`config.mk`:
```
export PLATFORM = sky130hd
export DESIGN_NAME = segment_allocator_coalescing_top
export DESIGN_NICKNAME = d
export VERILOG_FILES = /design/src/hdl/sega_pkg.sv /design/src/hdl/segment_allocator_coalescing_top.sv /design/src/hdl/sega_mem.sv /design/src/hdl/sega_ctrl.sv
export SDC_FILE = /design/constraint.sdc
export NUM_CORES = 2
export LEC_CHECK = 0
export CAP_MARGIN = 10
export CELL_PAD_IN_SITES_DETAIL_PLACEMENT = 0
export CELL_PAD_IN_SITES_GLOBAL_PLACEMENT = 2
export CORE_ASPECT_RATIO = 1.75
export CORE_UTILIZATION = 51
export DETAILED_ROUTE_END_ITERATION = 6
export DONT_BUFFER_PORTS = 1
export GPL_TIMING_DRIVEN = 1
export PLACE_DENSITY = 0.79
export SKIP_CTS_REPAIR_TIMING = 1
export SKIP_LAST_GASP = 1
export SLEW_MARGIN = 20
export SYNTH_ARGS = -nofsm -noshare
export SYNTH_HDL_FRONTEND = slang
export SYNTH_SLANG_ARGS = --single-unit
```
`constraint.sdc`:
```
create_clock -name clk -period 8.44 [get_ports clk]
set_input_delay 1.266 -clock clk [delete_from_list [all_inputs] [get_ports clk]]
set_output_delay 1.266 -clock clk [all_outputs]
set_load 0.05 [all_outputs]
```
`src/hdl/sega_pkg.sv`:
```
// Package of the segment allocator: table sizes, field widths, codes and types.
// Used by every module of the allocator; depends on nothing.
package sega_pkg;

    localparam int TABLE_ENTRIES = 64;
    localparam int IDX_W         = $clog2(TABLE_ENTRIES);
    localparam int CNT_W         = IDX_W + 1;
    localparam int REGION_BYTES  = 2097152;
    localparam int ADDR_W        = 21;
    localparam int SIZE_W        = 22;
    localparam int COUNT_W       = 22;
    localparam int NEED_W        = COUNT_W + 3;
    localparam int PID_W         = 8;
    localparam int HDL_W         = 8;

    localparam logic [1:0] FN_CREATE = 2'd0;
    localparam logic [1:0] FN_ALLOC  = 2'd1;
    localparam logic [1:0] FN_FREE   = 2'd2;
    localparam logic [1:0] FN_TERM   = 2'd3;

    localparam logic [2:0] ST_OK      = 3'd0;
    localparam logic [2:0] ST_NOFIT   = 3'd1;
    localparam logic [2:0] ST_UNKNOWN = 3'd2;
    localparam logic [2:0] ST_DUP     = 3'd3;
    localparam logic [2:0] ST_FULL    = 3'd4;

    typedef struct packed {
        logic              is_free;
        logic [PID_W-1:0]  pid;
        logic [HDL_W-1:0]  handle;
        logic [ADDR_W-1:0] addr;
        logic [SIZE_W-1:0] size;
    } seg_t;

    typedef struct packed {
        logic             we;
        logic [IDX_W-1:0] waddr;
        seg_t             wdata;
        logic [IDX_W-1:0] raddr;
    } mem_req_t;

    // Element size as a left shift: char 1, short 2, int 4, double 8, long 8, else 4.
    function automatic logic [1:0] elem_shift(input logic [2:0] etype);
        logic [1:0] sh;
        case (etype)
            3'd1:    sh = 2'd0;
            3'd2:    sh = 2'd1;
            3'd3:    sh = 2'd2;
            3'd4:    sh = 2'd3;
            3'd5:    sh = 2'd3;
            default: sh = 2'd2;
        endcase
        return sh;
    endfunction

endpackage

```
`src/hdl/segment_allocator_coalescing_top.sv`:
```
// Top level of the segment allocator: stream ports, sequencer and segment table memory.
// Depends on sega_pkg, sega_ctrl and sega_mem.
//
// The block keeps one segment table of 64 entries shared by all processes, each entry
// a free segment or an allocated variable of one process. One operation is taken per
// transfer on the input stream (create, allocate, free, terminate) and exactly one
// result transfer comes back for it, carrying a status code and the segment's address
// and size. Operations run one at a time. Every operation makes one pass over the table
// memory, one entry per cycle through its registered read port, followed by a decision
// and write-back; a successful free makes a second pass to merge neighboring free space.
// A finished result sits in an output register, so the next operation is accepted while
// the result still waits to be taken. Validity of the entries is kept in flip-flops that
// reset clears, so no clearing pass follows reset.
module segment_allocator_coalescing_top (
    input  logic        clk,
    input  logic        rst_n,
    input  logic        s_tvalid,
    output logic        s_tready,
    input  logic [47:0] s_tdata,   // proc_id[7:0], handle[15:8], elem_type[18:16],
                                   // elem_count[40:19], zeros above
    input  logic [1:0]  s_tuser,   // func
    output logic        m_tvalid,
    input  logic        m_tready,
    output logic [47:0] m_tdata,   // seg_addr[20:0], seg_bytes[42:21], zeros above
    output logic [2:0]  m_tuser    // status
);
    import sega_pkg::*;

    mem_req_t          mreq;
    seg_t              mrdata;
    logic [ADDR_W-1:0] seg_addr;
    logic [SIZE_W-1:0] seg_bytes;

    sega_ctrl u_ctrl (
        .clk        (clk),
        .rst_n      (rst_n),
        .in_valid   (s_tvalid),
        .in_ready   (s_tready),
        .in_func    (s_tuser),
        .in_pid     (s_tdata[7:0]),
        .in_handle  (s_tdata[15:8]),
        .in_etype   (s_tdata[18:16]),
        .in_count   (s_tdata[40:19]),
        .out_valid  (m_tvalid),
        .out_ready  (m_tready),
        .out_status (m_tuser),
        .out_addr   (seg_addr),
        .out_bytes  (seg_bytes),
        .mreq       (mreq),
        .mrdata     (mrdata)
    );

    sega_mem u_mem (
        .clk   (clk),
        .req   (mreq),
        .rdata (mrdata)
    );

    // Result fields packed from the lowest bit up; the top bits stay zero.
    assign m_tdata = {5'd0, seg_bytes, seg_addr};

endmodule

```
`src/hdl/sega_mem.sv`:
```
// Segment table storage: one write port and one read port with registered read data.
// Depends on sega_pkg for the entry and request types.
module sega_mem (
    input  logic              clk,
    input  sega_pkg::mem_req_t req,
    output sega_pkg::seg_t     rdata
);
    import sega_pkg::*;

    seg_t mem [TABLE_ENTRIES];

    always_ff @(posedge clk)
    begin
        if (req.we)
        begin
            mem[req.waddr] <= req.wdata;
        end
        rdata <= mem[req.raddr];
    end

endmodule

```
`src/hdl/sega_ctrl.sv`:
```
// Sequencer of the segment allocator: table scans, decisions, write-back and result register.
// Depends on sega_pkg; drives the table memory in sega_mem.
module sega_ctrl (
    input  logic                       clk,
    input  logic                       rst_n,
    input  logic                       in_valid,
    output logic                       in_ready,
    input  logic [1:0]                 in_func,
    input  logic [sega_pkg::PID_W-1:0] in_pid,
    input  logic [sega_pkg::HDL_W-1:0] in_handle,
    input  logic [2:0]                 in_etype,
    input  logic [sega_pkg::COUNT_W-1:0] in_count,
    output logic                       out_valid,
    input  logic                       out_ready,
    output logic [2:0]                 out_status,
    output logic [sega_pkg::ADDR_W-1:0] out_addr,
    output logic [sega_pkg::SIZE_W-1:0] out_bytes,
    output sega_pkg::mem_req_t         mreq,
    input  sega_pkg::seg_t             mrdata
);
    import sega_pkg::*;

    localparam logic [2:0] S_IDLE   = 3'd0;
    localparam logic [2:0] S_SCAN1  = 3'd1;
    localparam logic [2:0] S_DECIDE = 3'd2;
    localparam logic [2:0] S_SPLIT  = 3'd3;
    localparam logic [2:0] S_SCAN2  = 3'd4;
    localparam logic [2:0] S_MERGE  = 3'd5;
    localparam logic [2:0] S_DONE   = 3'd6;
    localparam logic [IDX_W-1:0] LAST_IDX = IDX_W'(TABLE_ENTRIES - 1);

    logic [2:0]               state_reg;
    logic [CNT_W-1:0]         cnt_reg;
    logic                     pv_reg;
    logic [IDX_W-1:0]         pidx_reg;
    logic [TABLE_ENTRIES-1:0] valid_reg;

    logic [1:0]        func_reg;
    logic [PID_W-1:0]  pid_reg;
    logic [HDL_W-1:0]  handle_reg;
    logic [NEED_W-1:0] need_reg;

    logic              exists_reg, inv_found_reg, var_found_reg, best_found_reg;
    logic [IDX_W-1:0]  inv_idx_reg, var_idx_reg, best_idx_reg;
    logic [ADDR_W-1:0] best_addr_reg, v_addr_reg;
    logic [SIZE_W-1:0] best_size_reg, v_size_reg;

    logic [2:0]        res_status_reg;
    logic [ADDR_W-1:0] res_addr_reg;
    logic [SIZE_W-1:0] res_bytes_reg;
    logic              ovalid_reg;
    logic [2:0]        ostatus_reg;
    logic [ADDR_W-1:0] oaddr_reg;
    logic [SIZE_W-1:0] obytes_reg;

    logic              ev, pid_hit, var_hit, fit_hit, scan_last, out_load;
    logic [SIZE_W-1:0] e_end, v_end;

    logic [2:0]        dec_status;
    logic [ADDR_W-1:0] dec_addr;
    logic [SIZE_W-1:0] dec_bytes;
    logic [2:0]        dec_state;
    logic              dec_mark;

    assign in_ready   = (state_reg == S_IDLE);
    assign out_valid  = ovalid_reg;
    assign out_status = ostatus_reg;
    assign out_addr   = oaddr_reg;
    assign out_bytes  = obytes_reg;

    assign ev        = valid_reg[pidx_reg];
    assign pid_hit   = ev && (mrdata.pid == pid_reg);
    assign var_hit   = pid_hit && !mrdata.is_free && (mrdata.handle == handle_reg);
    assign fit_hit   = pid_hit && mrdata.is_free
                       && ({{(NEED_W-SIZE_W){1'b0}}, mrdata.size} >= need_reg)
                       && (!best_found_reg || mrdata.addr < best_addr_reg);
    assign e_end     = {1'b0, mrdata.addr} + mrdata.size;
    assign v_end     = {1'b0, v_addr_reg} + v_size_reg;
    assign scan_last = pv_reg && (pidx_reg == LAST_IDX);
    assign out_load  = (state_reg == S_DONE) && (!ovalid_reg || out_ready);

    // Memory requests: reads walk the table during scans, writes happen in single states.
    always_comb
    begin
        mreq        = '0;
        mreq.raddr  = cnt_reg[IDX_W-1:0];
        case (state_reg)
            S_DECIDE:
            begin
                if (func_reg == FN_CREATE && !exists_reg && inv_found_reg)
                begin
                    mreq.we    = 1'b1;
                    mreq.waddr = inv_idx_reg;
                    mreq.wdata = '{1'b1, pid_reg, '0, '0, SIZE_W'(REGION_BYTES)};
                end
                else if (func_reg == FN_ALLOC && exists_reg && !var_found_reg
                         && need_reg != '0 && best_found_reg)
                begin
                    if ({{(NEED_W-SIZE_W){1'b0}}, best_size_reg} == need_reg)
                    begin
                        mreq.we    = 1'b1;
                        mreq.waddr = best_idx_reg;
                        mreq.wdata = '{1'b0, pid_reg, handle_reg, best_addr_reg, best_size_reg};
                    end
                    else if (inv_found_reg)
                    begin
                        mreq.we    = 1'b1;
                        mreq.waddr = inv_idx_reg;
                        mreq.wdata = '{1'b0, pid_reg, handle_reg, best_addr_reg,
                                       need_reg[SIZE_W-1:0]};
                    end
                end
            end
            S_SPLIT:
            begin
                mreq.we    = 1'b1;
                mreq.waddr = best_idx_reg;
                mreq.wdata = '{1'b1, pid_reg, '0, best_addr_reg + need_reg[ADDR_W-1:0],
                               best_size_reg - need_reg[SIZE_W-1:0]};
            end
            S_MERGE:
            begin
                mreq.we    = 1'b1;
                mreq.waddr = var_idx_reg;
                mreq.wdata = '{1'b1, pid_reg, '0, v_addr_reg, v_size_reg};
            end
            default:
            begin
                mreq.we = 1'b0;
            end
        endcase
    end

    // Outcome of an operation once the first scan has gathered its facts.
    always_comb
    begin
        dec_status = ST_OK;
        dec_addr   = '0;
        dec_bytes  = '0;
        dec_state  = S_DONE;
        dec_mark   = 1'b0;
        case (func_reg)
            FN_CREATE:
            begin
                if (exists_reg)
                begin
                    dec_status = ST_DUP;
                end
                else if (!inv_found_reg)
                begin
                    dec_status = ST_FULL;
                end
                else
                begin
                    dec_mark  = 1'b1;
                    dec_bytes = SIZE_W'(REGION_BYTES);
                end
            end
            FN_ALLOC:
            begin
                if (!exists_reg)
                begin
                    dec_status = ST_UNKNOWN;
                end
                else if (var_found_reg)
                begin
                    dec_status = ST_DUP;
                end
                else if (need_reg == '0 || !best_found_reg)
                begin
                    dec_status = ST_NOFIT;
                end
                else if ({{(NEED_W-SIZE_W){1'b0}}, best_size_reg} == need_reg)
                begin
                    dec_addr  = best_addr_reg;
                    dec_bytes = best_size_reg;
                end
                else if (!inv_found_reg)
                begin
                    dec_status = ST_FULL;
                end
                else
                begin
                    dec_mark  = 1'b1;
                    dec_addr  = best_addr_reg;
                    dec_bytes = need_reg[SIZE_W-1:0];
                    dec_state = S_SPLIT;
                end
            end
            FN_FREE:
            begin
                if (!var_found_reg)
                begin
                    dec_status = ST_UNKNOWN;
                end
                else
                begin
                    dec_addr  = v_addr_reg;
                    dec_bytes = v_size_reg;
                    dec_state = S_SCAN2;
                end
            end
            default:
            begin
                if (!exists_reg)
                begin
                    dec_status = ST_UNKNOWN;
                end
            end
        endcase
    end

    always_ff @(posedge clk or negedge rst_n)
    begin
        if (!rst_n)
        begin
            state_reg  <= S_IDLE;
            cnt_reg    <= '0;
            pv_reg     <= 1'b0;
            valid_reg  <= '0;
            ovalid_reg <= 1'b0;
        end
        else
        begin
            if (out_load)
            begin
                ovalid_reg <= 1'b1;
            end
            else if (out_ready)
            begin
                ovalid_reg <= 1'b0;
            end
            // Read pipeline shared by both scans.
            if (state_reg == S_SCAN1 || state_reg == S_SCAN2)
            begin
                pv_reg   <= (cnt_reg < CNT_W'(TABLE_ENTRIES));
                pidx_reg <= cnt_reg[IDX_W-1:0];
                if (cnt_reg < CNT_W'(TABLE_ENTRIES))
                begin
                    cnt_reg <= cnt_reg + 1'b1;
                end
            end
            case (state_reg)
                S_IDLE:
                begin
                    if (in_valid)
                    begin
                        func_reg       <= in_func;
                        pid_reg        <= in_pid;
                        handle_reg     <= in_handle;
                        need_reg       <= NEED_W'(in_count) << elem_shift(in_etype);
                        exists_reg     <= 1'b0;
                        inv_found_reg  <= 1'b0;
                        var_found_reg  <= 1'b0;
                        best_found_reg <= 1'b0;
                        cnt_reg        <= '0;
                        pv_reg         <= 1'b0;
                        state_reg      <= S_SCAN1;
                    end
                end
                S_SCAN1:
                begin
                    if (pv_reg)
                    begin
                        if (!ev && !inv_found_reg)
                        begin
                            inv_found_reg <= 1'b1;
                            inv_idx_reg   <= pidx_reg;
                        end
                        if (pid_hit)
                        begin
                            exists_reg <= 1'b1;
                            if (func_reg == FN_TERM)
                            begin
                                valid_reg[pidx_reg] <= 1'b0;
                            end
                        end
                        if (var_hit && !var_found_reg)
                        begin
                            var_found_reg <= 1'b1;
                            var_idx_reg   <= pidx_reg;
                            v_addr_reg    <= mrdata.addr;
                            v_size_reg    <= mrdata.size;
                        end
                        if (fit_hit)
                        begin
                            best_found_reg <= 1'b1;
                            best_idx_reg   <= pidx_reg;
                            best_addr_reg  <= mrdata.addr;
                            best_size_reg  <= mrdata.size;
                        end
                    end
                    if (scan_last)
                    begin
                        state_reg <= S_DECIDE;
                    end
                end
                S_DECIDE:
                begin
                    res_status_reg <= dec_status;
                    res_addr_reg   <= dec_addr;
                    res_bytes_reg  <= dec_bytes;
                    state_reg      <= dec_state;
                    if (dec_mark)
                    begin
                        valid_reg[inv_idx_reg] <= 1'b1;
                    end
                    if (dec_state == S_SCAN2)
                    begin
                        cnt_reg <= '0;
                        pv_reg  <= 1'b0;
                    end
                end
                S_SPLIT:
                begin
                    state_reg <= S_DONE;
                end
                S_SCAN2:
                begin
                    // Merge free neighbors into the segment being released.
                    if (pv_reg && pid_hit && mrdata.is_free && pidx_reg != var_idx_reg)
                    begin
                        if (e_end == {1'b0, v_addr_reg})
                        begin
                            v_addr_reg          <= mrdata.addr;
                            v_size_reg          <= v_size_reg + mrdata.size;
                            valid_reg[pidx_reg] <= 1'b0;
                        end
                        else if (v_end == {1'b0, mrdata.addr})
                        begin
                            v_size_reg          <= v_size_reg + mrdata.size;
                            valid_reg[pidx_reg] <= 1'b0;
                        end
                    end
                    if (scan_last)
                    begin
                        state_reg <= S_MERGE;
                    end
                end
                S_MERGE:
                begin
                    state_reg <= S_DONE;
                end
                S_DONE:
                begin
                    if (out_load)
                    begin
                        ostatus_reg <= res_status_reg;
                        oaddr_reg   <= res_addr_reg;
                        obytes_reg  <= res_bytes_reg;
                        state_reg   <= S_IDLE;
                    end
                end
                default:
                begin
                    state_reg <= S_IDLE;
                end
            endcase
        end
    end

endmodule

```
After elaboration in Yosys (flattened, before gate mapping)
Memories as Yosys holds them, arrays and structs flattened. A register that Yosys moved wholly into a read port is not among the register bits.
Index checks and enable logic that the tools add are counted.
{"block": "word_totals", "reg_bits": 325, "elab_cells": 241, "n_memories": 1, "output_inout_bits": 53, "ramBits": 3840, "input_bits": 54}
{"block": "op_classes", "add_sub_neg": 6, "bitwise": 3, "shifts": 1, "n_reduce_logical": 57, "n_mux": 104, "n_lt_le_gt_ge": 7, "n_eq_ne": 35}
{"name": "u_mem.mem", "words": 64, "word_bits": 60, "read_ports": 1, "rd_clocked_by_memory_dff": 1, "write_ports": 1, "line_no": "sega_mem.sv:10", "text": "seg_t mem [TABLE_ENTRIES];"}
{"cell": "$mux W64", "count": 7}
{"cell": "$mux W22", "count": 13}
{"cell": "$mux W67", "count": 4}
{"cell": "$mux W21", "count": 10}
{"cell": "$pmux W66 S3", "count": 1}
{"cell": "$pmux W64 S3", "count": 1}
{"cell": "$pmux W21 S2", "count": 2}
{"cell": "$pmux W22 S3", "count": 1}
{"cell": "$and A64 B64 Y64", "count": 1}
{"cell": "$not A64 Y64", "count": 1}
{"cell": "$or A64 B64 Y64", "count": 1}
{"cell": "$mux W3", "count": 15}
{"cell": "$add A21 B22 Y22", "count": 2}
{"cell": "$eq A22 B21 Y1", "count": 2}
{"cell": "$pmux W22 S2", "count": 1}
{"cell": "$mux W7", "count": 4}
{"cell": "$eq A22 B25 Y1", "count": 1}
{"cell": "$ge A22 B25 Y1", "count": 1}
{"cell": "$logic_not A25 Y1", "count": 1}
{"cell": "$mux W1", "count": 25}
{"cell": "$reduce_bool A25 Y1", "count": 1}
{"cell": "$shl A22 B2 Y25", "count": 1}
{"cell": "$add A22 B22 Y22", "count": 1}
{"cell": "$sub A22 B22 Y22", "count": 1}
{"cell": "other kinds (40)", "count": 115}

Depth between registers and ports, before layout
{"block": "depth", "ltp_word": 10, "mapped_depth": 16, "mapped_depth_nobuf": 15}

Modules after synthesis
Synthesis repeated with hierarchy kept, for this count alone.
{"block": "unflattened", "hier_cells": 8487, "area_unflattened_um2": 168908.2}
{"module": "sega_mem", "instances": 1, "area_each_um2": 146445.5, "cells_per_inst": 6203}
{"module": "sega_ctrl", "instances": 1, "area_each_um2": 22421.5, "cells_per_inst": 2278}
{"module": "segment_allocator_coalescing_top", "instances": 1, "area_each_um2": 41.3, "cells_per_inst": 6}

Worst setup path after synthesis
Ideal clock, no wire load.
{"block": "synth_path", "path_type": "flip-flop to flip-flop", "from": "register u_ctrl.need_reg[4]", "to": "memory u_mem.mem[0][0] (netlist name) (enable)", "path_stages_with_launch": 13, "setup_slack_ns": 2.404, "required_time_ns": 7.962, "n_path_buf": 2, "setup_ns": 0.478, "t_arrival_ns": 5.558, "path_cell_list": "edfxtp_1 inv_1 ha_1 nand4_1 or4_1 nor4_1 buf_2 buf_2 nor2_1 nor2_1 a21o_1 nand4_1 nor2_1"}
{"block": "synth_between", "elab_chain_cells": 8, "elab_cells_between_ends": 11, "cone_classes": "eq/ne: 1; mux: 7; reduce/logical: 3"}
{"item": "start, declared", "line_no": "sega_ctrl.sv:41", "text": "logic [NEED_W-1:0] need_reg;"}
{"item": "start signal, assigned", "line_no": "sega_ctrl.sv:251", "text": "need_reg <= NEED_W'(in_count) << elem_shift(in_etype);"}
{"item": "$reduce_bool A25 Y1", "line_no": "sega_ctrl.sv:97", "text": "&& need_reg != '0 && best_found_reg)"}
{"item": "$logic_and A1 B1 Y1 (2 in series)", "line_no": "sega_ctrl.sv:97"}
{"item": "$mux W67 (*)", "line_no": "sega_ctrl.sv:96", "text": "else if (func_reg == FN_ALLOC && exists_reg && !var_found_reg"}
{"item": "$mux W67 (*)", "line_no": "sega_ctrl.sv:90", "text": "if (func_reg == FN_CREATE && !exists_reg && inv_found_reg)"}
{"item": "$pmux W1 S2", "line_no": "sega_ctrl.sv:87", "text": "case (state_reg)"}
{"item": "$mux W1", "line_no": "sega_mem.sv:14", "text": "if (req.we)"}
{"item": "$mux W1 (not written as such)", "line_no": "sega_mem.sv:16", "text": "mem[req.waddr] <= req.wdata;"}
{"item": "end, declared", "line_no": "sega_mem.sv:10"}
Every way passes the cells marked *; elsewhere a longest branch is shown, timed or not.

Worst setup path in the final report
{"block": "layout_path", "from": "register u_ctrl.need_reg[4]", "to": "memory u_mem.mem[63][43] (netlist name) (enable)"}
Same word-level chain as after synthesis.

==> results.yml <==
placed_design:
  gp_congestion: 0.931
  dp_hpwl_mm: 271
  pre_cts_ws_ns: 1.95
  port_buffers: 0
clocking:
  root_buffer: "clkbuf_16"
  clk_latency_ns: 0.96
  clock-sinks: 4225
  cts.htree.levels: 5
  numCtsBuffers: 375
  clk_path_buf_depth: 4
  cts.clk_slew.worst_paths_ns: 0.07
  cts_tree: "done"
timing:
  max_freq_ghz: 0.152
  setup-violations-final: 0
  report.final.slew_viol_count: 0
  finalHoldViolations: 0
  setup_tns_ns: 0
  fin_crit_ns: 6.57
  min_period_over_period: 0.779
  slew_headroom: 0.241
  worst_slew_pin_slew_ns: 1.14
  fin_ws_ns: 1.87
  finalHoldWorstSlack_ns: 0.0399
  rsz0062_at_grt: "no"
  skew_ns: 0.0577
synthesis:
  synthAdderAreaFrac: 0.0119
  yosys.area_share.simple: 0.0214
  synth_warnings: 0
  seq_area_frac_synth: 0.749
  synth_edf_count: 4089
  ys.flop_type: "edfxtp_1"
  yosysTopAreaCell: "edfxtp_1"
  synthDistinctLibCells: 86
  synth-async-reset-ratio: 0.0180
  postSynthAreaPerCell_um2: 21.8
  syn_inst: 7718
  synth_top_family_by_area: "multiplexers"
  synthMuxAreaShare: 0.174
  netlist_top_cells_count: "4089 x edfxtp_1, 1274 x mux4_2, 283 x clkbuf_1, 254 x nor2_1, 183 x a21oi_1"
  ys_top_cells_by_area: "edfxtp_1 73%, mux4_2 17%, dfrtp_1 1.1%"
  ys_seq_elements: 4225
  synth_xor_area_frac: 0.00719
  synth_top_area_share: 0.731
  syn_area_um2: 168000
  yosys.cell_count.top_type: "edfxtp_1"
  synth_compound_area_frac: 0.0255
die:
  die_h_um: 761
  io_pins: 107
  rows: 278
  die_w_um: 436
  core_um2: 328000
  die_area_um2: 332000
  start_util: 0.513
setup_path:
  cp-start-kind: "flip-flop"
  path_class: "flip-flop to flip-flop"
  rr_endpoint: "u_mem.mem[63][43]"
  cp.arrival_ns: 7.12
  r2r_cells: 13
  r2r_slack_ns: 1.87
  cp.required_ns: 8.99
  critPathLaunch: "u_ctrl.need_reg[4]"
  worst_setup_path_end_kind: "flip-flop"
  worst-path-max-fanout: 34
  timing.rr.start: "u_ctrl.need_reg[4]"
  cp-endpoint: "u_mem.mem[63][43]"
power_and_ir_drop:
  power_leakage_uw: 0.0579
  ir_worst_vdd_uv: 362
  p_per_area_nw_per_um2: 311
  p_total_uw: 58700
outcome:
  violations: "design-rule violations"
  status: "finished, violations left"
cells_and_area:
  seq_area_um2: 126000
  synthToLayoutAreaGrowth_pct: 12.1
  final_util: 0.575
  multiInputGateArea_um2: 41500
  final_nets: 8193
  drive_above_1_share: 0.272
  fillers: 23500
  largest_reg_flops: 3840
global_route:
  grt_start_max_net_pins: 119
  track_usage: 0.276
  grt_first_pass_wirelength_mm: 643
  grt_pass1_vias: 84600
  antenna_found_initial: 27
  grt_overflow: 0
detailed_routing:
  num_vias: 82400
  drc_errors: 1
  wl_mm: 459
  ant_nets: 0
  drtIter0Drc: 10300
  drtPass1Iterations: 7
  routedWlPerCell_um: 36.3
  viasPerCell: 6.52
worst_hold_path:
  hp-class: "input port to asynchronous set/reset pin"
run:
  cap_violations: 0
[how the worst min path moves through the flow]
| stage | start | end | slack, ns | cells after the start |
|---|---|---|---|---|
| 2_1_floorplan | u_ctrl.res_addr_reg[0] | u_ctrl.out_addr[0] | 0.40 | 0 |
| 3_3_place_gp | u_ctrl.res_bytes_reg[16] | u_ctrl.out_bytes[16] | 0.40 | 0 |
| 3_5_place_dp | u_ctrl.res_addr_reg[12] | u_ctrl.out_addr[12] | 0.40 | 0 |
| 4_1_cts | rst_n | u_ctrl.valid_reg[28] | -0.08 | 0 |
| 5_1_grt | rst_n | u_ctrl.valid_reg[57] | 0.001 | 0 |
| 6_report | rst_n | u_ctrl.valid_reg[57] | 0.04 | 0 |
[placed cells by master (no fill, tap or decap), types with 67 or more instances in the layout]
cell type	Yosys	routed
edfxtp_1	4089	4089
mux4_2	1274	1274
clkbuf_16	0	377
buf_4	6	212
nor2_1	254	185
a21oi_1	183	183
nand2_1	159	158
ha_1	152	152
o21ai_0	109	90
inv_1	81	81
clkbuf_1	283	73
xnor2_1	71	71
dfrtp_1	76	70
clkinv_1	0	68
clkinv_2	0	68
nor2_4	0	67
xor2_1	67	67
[power breakdown]
group | switching [µW] | total [µW] | internal (µW)
clock | 7730 | 17600 | 9830
sequential | 840 | 26000 | 25100
combinational | 8820 | 15100 | 6330
total | 17400 | 58700 | 41300
[worst max-delay path, cell delays in order (launching register included)]
cell and delay, ns:
edfxtp_1 0.65, inv_1 0.14, ha_1 0.39, nand4_1 0.17
or4_1 0.58, nor4_2 0.35, buf_4 0.42, nand2_1 0.10
o21ai_0 0.13, a221oi_1 0.29, or3_1 0.78, nor2_4 0.85
buf_4 0.58, buf_4 0.54
[final cells by class]
| cell class | count | share of cell area |
|---|---|---|
| diodes | 5 | 0.0000664 |
| clock buffers | 458 | 0.0521 |
| clock inverters | 231 | 0.0136 |
| inverters | 82 | 0.00163 |
| multi-input cells | 3024 | 0.220 |
| flip-flops and latches | 4225 | 0.668 |
| well taps | 4340 | 0.0288 |
| repair buffers | 274 | 0.0150 |
[kinds of logic after synthesis]
family	Yosys count
flops	4225
mux	1328
simple gates	740
compound gates	656
buf+inv	473
fa+ha+maj	157
xor+xnor	138
other cells	1
[layer usage]
layer / wire length [µm] / track usage
met5: 21 / 0
met4: 24000 / 0.128
met3: 30000 / 0.0345
met2: 246000 / 0.492
met1: 160000 / 0.335
[stage by stage]
stage / cells / area, µm²
2_1_floorplan: 7722 / 168000
4_1_cts: 12600 / 188000
3_3_place_gp: 11900 / 176000
6_report: 12600 / 188000
5_1_grt: 12600 / 188000
3_5_place_dp: 11900 / 176000
(Power assumes the default switching activity.)
